File: src/hdl/smpq_pkg.sv
// Shared types and constants for the stable minimum priority queue.
`timescale 1ns / 1ps
`default_nettype none

package smpq_pkg;

    localparam int CAPACITY_DEF       = 16;
    localparam int DATA_WIDTH_DEF     = 32;
    localparam int PRIORITY_WIDTH_DEF = 8;

    localparam int ITEM_DATA_W   = 32;
    localparam int ITEM_PRIO_W   = 8;
    localparam int STATUS_W      = 2;
    localparam int ENTRY_COUNT_W = 5;

    typedef enum logic {
        OP_ENQUEUE = 1'b0,
        OP_DEQUEUE = 1'b1
    } t_op;

    typedef enum logic [STATUS_W-1:0] {
        STATUS_DONE  = 2'd0,
        STATUS_EMPTY = 2'd1,
        STATUS_FULL  = 2'd2
    } t_status;

    typedef struct packed {
        t_op                    operation;
        logic [ITEM_DATA_W-1:0] item_data;
        logic [ITEM_PRIO_W-1:0] item_priority;
    } t_in_item;

    typedef struct packed {
        t_status                  status;
        logic [ITEM_DATA_W-1:0]   head_data;
        logic [ITEM_PRIO_W-1:0]   head_priority;
        logic [ENTRY_COUNT_W-1:0] entry_count;
    } t_out_item;

    // controller -> datapath
    typedef struct packed {
        logic start;     // input transfer this cycle
        logic shift;     // move fetched entry one slot toward the tail
        logic place;     // write the new entry at the current slot
        logic load_out;  // load the result register
    } t_cmd;

    // datapath -> controller
    typedef struct packed {
        logic op_deq;
        logic is_full;
        logic is_empty;
        logic greater;   // fetched priority above the new one
        logic left_one;  // fetched entry is the head
        logic out_free;
    } t_sts;

endpackage

`default_nettype wire

File: src/hdl/smpq_ram.sv
// Generic simple dual-port RAM with registered read.
`timescale 1ns / 1ps
`default_nettype none

module smpq_ram #(
    parameter int WIDTH = 8,
    parameter int DEPTH = 16
) (
    input  wire logic                     i_clk,
    input  wire logic                     i_we,
    input  wire logic [$clog2(DEPTH)-1:0] i_waddr,
    input  wire logic [WIDTH-1:0]         i_wdata,
    input  wire logic                     i_re,
    input  wire logic [$clog2(DEPTH)-1:0] i_raddr,
    output logic      [WIDTH-1:0]         o_rdata
);

    logic [WIDTH-1:0] r_mem [DEPTH];
    logic [WIDTH-1:0] r_rdata;

    always_ff @(posedge i_clk) begin
        if (i_we) begin
            r_mem[i_waddr] <= i_wdata;
        end
        if (i_re) begin
            r_rdata <= r_mem[i_raddr];
        end
    end

    assign o_rdata = r_rdata;

endmodule

`default_nettype wire

File: src/hdl/smpq_ctrl.sv
// Sequencing state machine of the priority queue.
`timescale 1ns / 1ps
`default_nettype none

module smpq_ctrl (
    input  wire logic            i_clk,
    input  wire logic            i_rst_n,
    input  wire logic            i_in_valid,
    output logic                 o_in_ready,
    input  wire smpq_pkg::t_sts  i_sts,
    output smpq_pkg::t_cmd       o_cmd
);
    import smpq_pkg::*;

    typedef enum logic [3:0] {
        ST_IDLE  = 4'b0001,
        ST_SHIFT = 4'b0010,
        ST_PLACE = 4'b0100,
        ST_RESP  = 4'b1000
    } t_state;

    t_state r_state;
    t_state n_state;

    always_comb begin
        o_cmd          = '0;
        o_cmd.start    = (r_state == ST_IDLE) && i_in_valid;
        o_cmd.shift    = (r_state == ST_SHIFT) && i_sts.greater;
        o_cmd.place    = ((r_state == ST_SHIFT) && !i_sts.greater) || (r_state == ST_PLACE);
        o_cmd.load_out = (r_state == ST_RESP) && i_sts.out_free;
    end

    assign o_in_ready = (r_state == ST_IDLE);

    always_comb begin
        n_state = r_state;
        unique case (r_state)
            ST_IDLE: begin
                if (i_in_valid) begin
                    priority if (i_sts.op_deq || i_sts.is_full) begin
                        n_state = ST_RESP;
                    end else if (i_sts.is_empty) begin
                        n_state = ST_PLACE;
                    end else begin
                        n_state = ST_SHIFT;
                    end
                end
            end
            ST_SHIFT: begin
                if (!i_sts.greater) begin
                    n_state = ST_RESP;
                end else if (i_sts.left_one) begin
                    n_state = ST_PLACE;
                end
            end
            ST_PLACE: begin
                n_state = ST_RESP;
            end
            ST_RESP: begin
                if (i_sts.out_free) begin
                    n_state = ST_IDLE;
                end
            end
            default: begin
                n_state = ST_IDLE;
            end
        endcase
    end

    always_ff @(posedge i_clk) begin
        if (!i_rst_n) begin
            r_state <= ST_IDLE;
        end else begin
            r_state <= n_state;
        end
    end

`ifndef ASSERT_OFF
    a_no_work_rejected: assert property (@(posedge i_clk) disable iff (!i_rst_n)
        (o_cmd.start && (i_sts.op_deq || i_sts.is_full)) |=> (r_state == ST_RESP))
        else $error("dequeue or rejected enqueue did not go straight to response");
    a_ready_after_result: assert property (@(posedge i_clk) disable iff (!i_rst_n)
        o_cmd.load_out |=> o_in_ready)
        else $error("not ready after result load");
    a_state_onehot: assert property (@(posedge i_clk) disable iff (!i_rst_n)
        $onehot(r_state))
        else $error("state register not one-hot");
`endif

endmodule

`default_nettype wire

File: src/hdl/smpq_dp.sv
// Datapath: circular sorted entry store, pointers, count and result register.
`timescale 1ns / 1ps
`default_nettype none

module smpq_dp #(
    parameter int CAPACITY       = smpq_pkg::CAPACITY_DEF,
    parameter int DATA_WIDTH     = smpq_pkg::DATA_WIDTH_DEF,
    parameter int PRIORITY_WIDTH = smpq_pkg::PRIORITY_WIDTH_DEF
) (
    input  wire logic                i_clk,
    input  wire logic                i_rst_n,
    input  wire smpq_pkg::t_in_item  i_in_item,
    input  wire smpq_pkg::t_cmd      i_cmd,
    output smpq_pkg::t_sts           o_sts,
    output logic                     o_out_valid,
    input  wire logic                i_out_ready,
    output smpq_pkg::t_out_item      o_out_item
);
    import smpq_pkg::*;

    localparam int IDX_W   = $clog2(CAPACITY);
    localparam int COUNT_W = $clog2(CAPACITY + 1);
    localparam int WORD_W  = DATA_WIDTH + PRIORITY_WIDTH;

    function automatic logic [IDX_W-1:0] idx_inc(input logic [IDX_W-1:0] x);
        return (x == IDX_W'(CAPACITY - 1)) ? '0 : x + IDX_W'(1);
    endfunction

    function automatic logic [IDX_W-1:0] idx_dec(input logic [IDX_W-1:0] x);
        return (x == '0) ? IDX_W'(CAPACITY - 1) : x - IDX_W'(1);
    endfunction

    logic [IDX_W-1:0]          r_head, n_head;
    logic [IDX_W-1:0]          r_tail, n_tail;
    logic [IDX_W-1:0]          r_ptr, n_ptr;
    logic [IDX_W-1:0]          r_rd_ptr, n_rd_ptr;
    logic [COUNT_W-1:0]        r_count, n_count;
    logic [COUNT_W-1:0]        r_left, n_left;
    logic [DATA_WIDTH-1:0]     r_new_data, n_new_data;
    logic [PRIORITY_WIDTH-1:0] r_new_prio, n_new_prio;
    t_status                   r_status, n_status;
    logic                      r_take_head, n_take_head;
    logic                      r_out_valid, n_out_valid;
    t_out_item                 r_out, n_out;

    logic                      ram_we;
    logic [IDX_W-1:0]          ram_waddr;
    logic [WORD_W-1:0]         ram_wdata;
    logic                      ram_re;
    logic [IDX_W-1:0]          ram_raddr;
    logic [WORD_W-1:0]         ram_rdata;

    logic [DATA_WIDTH-1:0]     rd_data;
    logic [PRIORITY_WIDTH-1:0] rd_prio;
    logic                      op_deq;
    logic                      is_full;
    logic                      is_empty;

    assign rd_data  = ram_rdata[DATA_WIDTH-1:0];
    assign rd_prio  = ram_rdata[WORD_W-1 -: PRIORITY_WIDTH];
    assign op_deq   = (i_in_item.operation == OP_DEQUEUE);
    assign is_full  = (r_count == COUNT_W'(CAPACITY));
    assign is_empty = (r_count == '0);

    always_comb begin
        o_sts          = '0;
        o_sts.op_deq   = op_deq;
        o_sts.is_full  = is_full;
        o_sts.is_empty = is_empty;
        o_sts.greater  = rd_prio > r_new_prio;
        o_sts.left_one = (r_left == COUNT_W'(1));
        o_sts.out_free = !r_out_valid || i_out_ready;
    end

    // store port control; no fetch past the head on the last shift
    assign ram_re    = (i_cmd.start && !is_empty && (op_deq || !is_full))
                       || (i_cmd.shift && (r_left != COUNT_W'(1)));
    assign ram_raddr = i_cmd.shift ? idx_dec(r_rd_ptr) : (op_deq ? r_head : idx_dec(r_tail));
    assign ram_we    = i_cmd.shift || i_cmd.place;
    assign ram_waddr = r_ptr;
    assign ram_wdata = i_cmd.shift ? ram_rdata : {r_new_prio, r_new_data};

    smpq_ram #(
        .WIDTH (WORD_W),
        .DEPTH (CAPACITY)
    ) u_store (
        .i_clk   (i_clk),
        .i_we    (ram_we),
        .i_waddr (ram_waddr),
        .i_wdata (ram_wdata),
        .i_re    (ram_re),
        .i_raddr (ram_raddr),
        .o_rdata (ram_rdata)
    );

    always_comb begin
        n_head      = r_head;
        n_tail      = r_tail;
        n_ptr       = r_ptr;
        n_rd_ptr    = r_rd_ptr;
        n_count     = r_count;
        n_left      = r_left;
        n_new_data  = r_new_data;
        n_new_prio  = r_new_prio;
        n_status    = r_status;
        n_take_head = r_take_head;
        n_out       = r_out;
        n_out_valid = r_out_valid;

        if (i_cmd.start) begin
            n_new_data  = DATA_WIDTH'(i_in_item.item_data);
            n_new_prio  = PRIORITY_WIDTH'(i_in_item.item_priority);
            n_take_head = 1'b0;
            n_status    = STATUS_DONE;
            if (op_deq) begin
                if (is_empty) begin
                    n_status = STATUS_EMPTY;
                end else begin
                    n_take_head = 1'b1;
                    n_head      = idx_inc(r_head);
                    n_count     = r_count - COUNT_W'(1);
                end
            end else begin
                if (is_full) begin
                    n_status = STATUS_FULL;
                end else begin
                    n_count  = r_count + COUNT_W'(1);
                    n_tail   = idx_inc(r_tail);
                    n_ptr    = r_tail;
                    n_rd_ptr = idx_dec(r_tail);
                    n_left   = r_count;
                end
            end
        end

        if (i_cmd.shift) begin
            n_ptr    = r_rd_ptr;
            n_rd_ptr = idx_dec(r_rd_ptr);
            n_left   = r_left - COUNT_W'(1);
        end

        if (i_cmd.load_out) begin
            n_out.status        = r_status;
            n_out.head_data     = r_take_head ? ITEM_DATA_W'(rd_data) : '0;
            n_out.head_priority = r_take_head ? ITEM_PRIO_W'(rd_prio) : '0;
            n_out.entry_count   = ENTRY_COUNT_W'(r_count);
            n_out_valid         = 1'b1;
        end else if (i_out_ready) begin
            n_out_valid = 1'b0;
        end
    end

    always_ff @(posedge i_clk) begin
        if (!i_rst_n) begin
            r_head      <= '0;
            r_tail      <= '0;
            r_count     <= '0;
            r_out_valid <= 1'b0;
        end else begin
            r_head      <= n_head;
            r_tail      <= n_tail;
            r_count     <= n_count;
            r_out_valid <= n_out_valid;
        end
    end

    always_ff @(posedge i_clk) begin
        r_ptr       <= n_ptr;
        r_rd_ptr    <= n_rd_ptr;
        r_left      <= n_left;
        r_new_data  <= n_new_data;
        r_new_prio  <= n_new_prio;
        r_status    <= n_status;
        r_take_head <= n_take_head;
        r_out       <= n_out;
    end

    assign o_out_valid = r_out_valid;
    assign o_out_item  = r_out;

`ifndef ASSERT_OFF
    a_count_bound: assert property (@(posedge i_clk) disable iff (!i_rst_n)
        r_count <= COUNT_W'(CAPACITY))
        else $error("entry count above capacity");
    a_ptr_span: assert property (@(posedge i_clk) disable iff (!i_rst_n)
        ((r_tail >= r_head) ? (COUNT_W'(r_tail) - COUNT_W'(r_head))
            : (COUNT_W'(r_tail) + COUNT_W'(CAPACITY) - COUNT_W'(r_head)))
        == ((r_count == COUNT_W'(CAPACITY)) ? '0 : r_count))
        else $error("head/tail span disagrees with entry count");
    a_port_clash: assert property (@(posedge i_clk) disable iff (!i_rst_n)
        (ram_we && ram_re) |-> (ram_waddr != ram_raddr))
        else $error("store read and write at the same slot");
`endif

endmodule

`default_nettype wire

File: src/hdl/stable_min_priority_queue_unit.sv
// Top level of the stable minimum priority queue.
`timescale 1ns / 1ps
`default_nettype none

// Holds up to CAPACITY entries (data word and priority) sorted by ascending
// priority in a circular RAM, equal priorities in arrival order. Each input
// transfer gives exactly one result transfer with status and entry count.
// One item is worked at a time; input is ready again once the result is
// loaded. Dequeue, dequeue on empty and enqueue on full go from the input
// transfer straight to the response state; an enqueue first moves each held
// entry with a higher priority number one slot toward the tail, one per
// cycle through the store's one read port and one write port, and then
// writes the new entry. No clearing pass is needed after reset.

module stable_min_priority_queue_unit #(
    parameter int CAPACITY       = smpq_pkg::CAPACITY_DEF,
    parameter int DATA_WIDTH     = smpq_pkg::DATA_WIDTH_DEF,
    parameter int PRIORITY_WIDTH = smpq_pkg::PRIORITY_WIDTH_DEF
) (
    input  wire logic                i_clk,
    input  wire logic                i_rst_n,
    input  wire logic                i_in_valid,
    output logic                     o_in_ready,
    input  wire smpq_pkg::t_in_item  i_in_item,
    output logic                     o_out_valid,
    input  wire logic                i_out_ready,
    output smpq_pkg::t_out_item      o_out_item
);
    import smpq_pkg::*;

    t_cmd cmd;
    t_sts sts;

    smpq_ctrl u_ctrl (
        .i_clk      (i_clk),
        .i_rst_n    (i_rst_n),
        .i_in_valid (i_in_valid),
        .o_in_ready (o_in_ready),
        .i_sts      (sts),
        .o_cmd      (cmd)
    );

    smpq_dp #(
        .CAPACITY       (CAPACITY),
        .DATA_WIDTH     (DATA_WIDTH),
        .PRIORITY_WIDTH (PRIORITY_WIDTH)
    ) u_dp (
        .i_clk       (i_clk),
        .i_rst_n     (i_rst_n),
        .i_in_item   (i_in_item),
        .i_cmd       (cmd),
        .o_sts       (sts),
        .o_out_valid (o_out_valid),
        .i_out_ready (i_out_ready),
        .o_out_item  (o_out_item)
    );

endmodule

`default_nettype wire

File: config.mk
export PLATFORM = sky130hd
export DESIGN_NAME = stable_min_priority_queue_unit
export DESIGN_NICKNAME = d
export VERILOG_FILES = /design/src/hdl/smpq_pkg.sv /design/src/hdl/smpq_ram.sv /design/src/hdl/smpq_ctrl.sv /design/src/hdl/smpq_dp.sv /design/src/hdl/stable_min_priority_queue_unit.sv
export SDC_FILE = /design/constraint.sdc
export NUM_CORES = 1
export LEC_CHECK = 0
export ABC_AREA = 1
export BUFFER_PORTS_ARGS = -buffer_cell sky130_fd_sc_hd__buf_2
export CAP_MARGIN = 20
export CORE_ASPECT_RATIO = 1.75
export CORE_MARGIN = 4
export CORE_UTILIZATION = 40
export CTS_BUF_LIST = sky130_fd_sc_hd__clkbuf_4 sky130_fd_sc_hd__clkbuf_8 sky130_fd_sc_hd__clkbuf_16
export DETAILED_ROUTE_END_ITERATION = 8
export REMOVE_ABC_BUFFERS = 1
export SLEW_MARGIN = 0
export SYNTH_ARGS = -nofsm -noshare
export SYNTH_HDL_FRONTEND = slang
export SYNTH_SLANG_ARGS = --single-unit
File: constraint.sdc
create_clock -name i_clk -period 9.35 [get_ports i_clk]
set_input_delay 1.87 -clock i_clk [delete_from_list [all_inputs] [get_ports i_clk]]
set_output_delay 1.87 -clock i_clk [all_outputs]
set_load 0.03 [all_outputs]
Word-level counts from Yosys, hierarchy flattened
Memory sizes are Yosys's and may differ from the RTL's. A register that Yosys moved wholly into a read port is not among the register bits.
Index checks and enable logic that the tools add are counted.
Widths: inputs -> output; s select.
{"block": "totals", "wordCells": 108, "output_inout_bits": 49, "ram_bits": 640, "inputBits": 45, "ff_bits": 121, "memories": 1}
{"name": "u_dp.u_store.r_mem", "words": 16, "width": 40, "read_ports": 1, "rd_clocked_by_memory_dff": 1, "write_ports": 1, "line": "smpq_ram.sv:18", "text": "logic [WIDTH-1:0] r_mem [DEPTH];"}
{"block": "classes", "n_mux": 37, "bitwise": 3, "reduce_logical": 27, "n_eq_ne": 16, "n_addsub": 7, "n_lt_le_gt_ge": 1}
{"operator": "$mux 4", "count": 19}
{"operator": "$mux 40", "count": 1}
{"operator": "$mux 5", "count": 7}
{"operator": "$pmux 4 s4", "count": 1}
{"operator": "$reduce_and 3->1", "count": 5}
{"operator": "$eq 4x4->1 const B", "count": 3}
{"operator": "$sub 5x1->5 const B", "count": 2}
{"operator": "$add 4x1->4 const B", "count": 2}
{"operator": "$gt 8x8->1", "count": 1}
{"operator": "$logic_not 4->1", "count": 2}
{"operator": "$sub 4x1->4 const B", "count": 2}
{"operator": "$logic_and 1x1->1", "count": 7}
{"operator": "$logic_or 1x1->1", "count": 6}
{"operator": "$mux 1", "count": 6}
{"operator": "$ne 2x1->1 const B", "count": 3}
{"operator": "$ne 2x2->1 const B", "count": 3}
{"operator": "$add 5x1->5 const B", "count": 1}
{"operator": "$eq 5x1->1 const B", "count": 1}
{"operator": "$eq 5x5->1 const B", "count": 1}
{"operator": "$logic_not 5->1", "count": 1}
{"operator": "$ne 5x1->1 const B", "count": 1}
{"operator": "$eq 4x1->1 const B", "count": 1}
{"operator": "$eq 4x2->1 const B", "count": 1}
{"operator": "$eq 4x3->1 const B", "count": 1}
{"operator": "6 further kinds", "count": 13}

Longest topological paths before layout
{"block": "depth", "depth_word": 7, "ltp_mapped": 19, "ltp_nobuf": 17}

Hierarchy
Synthesis repeated with hierarchy kept, for this count alone.
{"block": "unflattened", "cells_unflattened": 3241, "area_unflattened_um2": 34409.3}
{"module": "smpq_ram", "instances": 1, "area_per_inst_um2": 28718.8, "cells_each": 2643, "seq_area_each_um2": 20419.6}
{"module": "smpq_dp", "instances": 1, "area_per_inst_um2": 5381.4, "cells_each": 542, "seq_area_each_um2": 3373.2}
{"module": "smpq_ctrl", "instances": 1, "area_per_inst_um2": 309.0, "cells_each": 56, "seq_area_each_um2": 80.1}

Worst setup path before layout
Ideal clock, no wire load.
{"block": "synth_timing", "kind": "input port to flip-flop", "startpoint": "input i_in_valid", "endpoint": "register u_dp.u_store.r_rdata[0], in the netlist u_dp.u_store.o_rdata[0], read port of u_dp.u_store.r_mem, enable pin", "path_buffers": 0, "path_stages": 4, "arrival_ns": 7.223, "setup_slack_ns": 1.634, "setup_time_ns": 0.493, "required_ns": 8.857, "path_cell_list": "inv_1 > nor2_1 > o21ai_0 > o21ai_0"}
{"element": "from (decl)", "line": "stable_min_priority_queue_unit.sv:22", "text": "input wire logic i_in_valid,"}
{"element": "to (decl)", "line": "smpq_ram.sv:19", "text": "logic [WIDTH-1:0] r_rdata;"}

Worst setup path after layout
{"block": "layout_timing", "startpoint": "register u_dp.u_store.r_rdata[35], in the netlist u_dp.u_store.o_rdata[35], read port of u_dp.u_store.r_mem", "endpoint": "register u_dp.u_store.r_rdata[12], in the netlist u_dp.u_store.o_rdata[12], read port of u_dp.u_store.r_mem (data pin)"}
{"block": "layout_via", "elab_chain_cells": 4, "word_cells_on_any_way": 5}
{"element": "$gt 8x8->1 (*)", "line": "smpq_dp.sv:70", "text": "o_sts.greater = rd_prio > r_new_prio;"}
{"element": "$logic_and 1x1->1 (*)", "line": "smpq_ctrl.sv:28", "text": "o_cmd.shift = (r_state == ST_SHIFT) && i_sts.greater;"}
{"element": "$logic_and 1x1->1", "line": "smpq_dp.sv:77", "text": "|| (i_cmd.shift && (r_left != COUNT_W'(1)));"}
{"element": "$logic_or 1x1->1", "line": "smpq_dp.sv:77"}
Every way passes the cells marked *; elsewhere a longest branch is shown, timed or not.
A chain may end at the register's enable or synchronous reset.

==> flow_summary.yaml <==
critical_path:
  cp_num_buf_inv: 2
  timing.rr.end: "u_dp.u_store.o_rdata[12]"
  cp.required_ps: 9750
  max_stage_delay_ps: 960
  crit_path_cell_trace: "ha_1 -> a21oi_1 -> nand2_1 -> nand2_1 -> nand2_1 -> nand3_4 -> buf_4 -> nand2_8 -> nand2_8 -> buf_4 -> nand2_1 -> nand3_1 -> nand3_1 -> nand3_1 -> nand2_1"
  critical-path-top-delay-family: "simple AND/OR/NAND/NOR gates"
  arrival_ps: 5760
  ff2ff_path_depth: 15
  worstPathMaxFanout: 143
  r2r_setup_slack_ps: 3990
  slowest_stage: "nand2_8"
  path_class: "flip-flop to flip-flop"
  crit_path_end_kind: "flip-flop"
  start_kind: "flip-flop"
  rr_startpoint: "u_dp.u_store.o_rdata[35]"
  path_common_cell: "nand2_1"
floorplanning:
  initial_core_util_pct: 40.35
  chipHeight_um: 397.2
  num_rows: 142
  ios: 94
  die-area_um2: 91530
  core_um2: 85810
  fp.dieW_um: 230.4
finish:
  fin_cells: 4458
  drive_gt1_share_pct: 8.953
  final_nets: 3311
  insertedDiodeCount: 0
  num-fill-cells: 7756
  area_delta_synth_final_pct: 12.22
routing:
  routed_wl_um: 94280
  avgViaCountPerCell: 5.142
  wire_per_inst_um: 21.15
  num_vias: 22925
  drt_pass1_iterations: 5
  drtAntennaViolNets: 0
  drt_iter0_markers: 2107
  drc: 0
clock_tree:
  cts_tree: "done"
  htreeDepth: 3
  post_cts_resized: 0
  clock-sinks: 801
  postCtsSetupBuffers: 0
  cts_buffers: 74
  ctsHoldBuffers: 0
  clock_path_buffers: 3
  clk_pin_slew_worst_paths_ps: 70
  root_buffer: "clkbuf_16"
  clk_latency_ps: 650
synth:
  ys_seq_area_share_pct: 68.94
  synth.avg_cell_area_um2: 10.84
  synth_area_leader_cell: "edfxtp_1"
  yosys_warnings: 0
  syn_area_um2: 34630
  ys_ff_latch: 801
  netlist_instances: 3196
  synth.most_common_cell: "edfxtp_1"
  synth_commonest_cells: "edfxtp_1, nand2_1, nand3_1"
  netlist.area_leader.share_pct: 67.90
  synth_area_leaders: "edfxtp_1, nand3_1, nand2_1, inv_1, nand3b_1"
  synth-edff-count: 783
  synth.distinct_cells: 34
  ys_dominant_reg_cell: "edfxtp_1"
  synthArstFlopShare_pct: 0
flow_run:
  drv_cap: 0
worst_hold_path:
  hold_path_depth: 0
  hold_path_class: "flip-flop to flip-flop"
  hold_start: "u_dp.r_status[1]"
  hold_end: "u_dp.o_out_item[46]"
sta:
  setup-violations-final: 0
  final-max-slew-violation-count: 0
  fin_crit_ps: 5357
  slew-limit-headroom_pct: 29.71
  setup_ws_ps: 3993
  hold_viol_final: 0
  tightest_slew_ps: 1054
  clock_skew_ps: 18.32
  finalCritPeriodShare_pct: 57.30
  fmaxAchievable_mhz: 186.7
  hold_slack_ps: 428.7
  rsz0062_at_grt: "false"
placed_design:
  dp_cells: 4323
  io_buffers: 93
  hpwl_um: 47090
  gp_congestion: 0.7576
  pre_cts_ws_ps: 3906
power:
  power.density_nw_per_um2: 258.8
  total_power_uw: 10060
  leakagePower_uw: 0.01601
  ir_drop_mv: 0.2068
global_route:
  antenna_found_initial: 0
  grt_pass1_vias: 22664
  grt_use_total_pct: 20.34
  grt_pass1_wl_um: 139900
  globalRouteOverflowTotal: 0
  grt_max_degree: 161
status:
  outcome: "complete, no violations"
## cell families (layout without fill, tap and decap cells)
group                    after synthesis  in the layout  synth area share, %
XOR/XNOR                               9              9               0.2276
adder cells (fa/ha/maj)               19             19               0.7082
AND/OR/NAND/NOR                     1517           1517                20.35
flip-flops                           801            801                68.94
buffers and inverters                786            896                8.787
AO/OA/AOI/OAI                         64             64               0.9864
## per-layer routing
| metal | track usage [%] | wire length [um] |
|---|---|---|
| met1 | 25.04 | 36860 |
| met5 | 0 | 0 |
| met2 | 36.38 | 48210 |
| met3 | 2.844 | 6259 |
| met4 | 7.416 | 2949 |
## area by class of cell
type	instances	area, um2	share of cell area [%]
sequential	801	23870	61.43
multi-input combinational	1609	7930	20.41
inverter	622	2336	6.011
tap	1152	1441	3.709
timing repair buffer	139	835.8	2.151
clock buffer	89	1999	5.145
clock inverter	46	444.2	1.143
## worst max-delay path by stage
stage | startpoint | endpoint | slack, ps | depth (start not counted)
final | u_dp.u_store.o_rdata[35] | u_dp.u_store.o_rdata[12] | 3990 | 15
after global routing | u_dp.u_store.o_rdata[35] | u_dp.u_store.o_rdata[20] | 3550 | 17
after CTS | u_dp.u_store.o_rdata[36] | u_dp.u_store.o_rdata[12] | 3980 | 14
after detailed placement | i_in_item[40] | u_dp.u_store.o_rdata[12] | 3910 | 12
after global placement | i_in_item[40] | u_dp.u_store.o_rdata[3] | 3930 | 12
after floorplan | u_dp.u_store.o_rdata[39] | u_dp.u_store.o_rdata[0] | -20 | 12
## layout by cell type (no fill, tap or decap), types with 5 or more instances in the layout
cell type  instances
edfxtp_1         783
nand2_1          679
nand3_1          656
inv_1            615
nand3b_1         121
buf_2             93
clkbuf_16         76
buf_4             44
o21ai_0           36
nor2_1            23
ha_1              18
dfxtp_1           18
a21oi_1           16
clkinv_1          16
clkinv_2          15
nor2_4            13
clkbuf_4          13
bufinv_16          7
nor3_1             5
inv_2              5
nand4_1            5
xor2_1             5
inv_6              5
## where the power goes
part	total (uW)	switching [uW]	internal [uW]	leakage (uW)
combinational	2290	1720	569	0.00757
sequential	4670	156	4510	0.00722
clock	3100	1360	1740	0.00122
total	10100	3240	6820	0.0160
## sequential cells by signal, indices dropped and copies added (netlist names), 5 cells and up
register,flops
u_dp.u_store.r_mem,640
u_dp.u_store.o_rdata,40
u_dp.r_new_prio,8
u_dp.r_new_data,32
u_dp.r_count,5
u_dp.o_out_item,47
u_dp.r_left,5
## stage by stage
step	TNS (ps)	area [um2]	util, %
floorplan	-998.3	33920	-
detailed placement	0	36420	42.44
finish	0	38860	45.28
global route	0	38860	45.28
global placement	0	36420	42.44
CTS	0	38860	45.28
(Power assumes the default switching activity.)
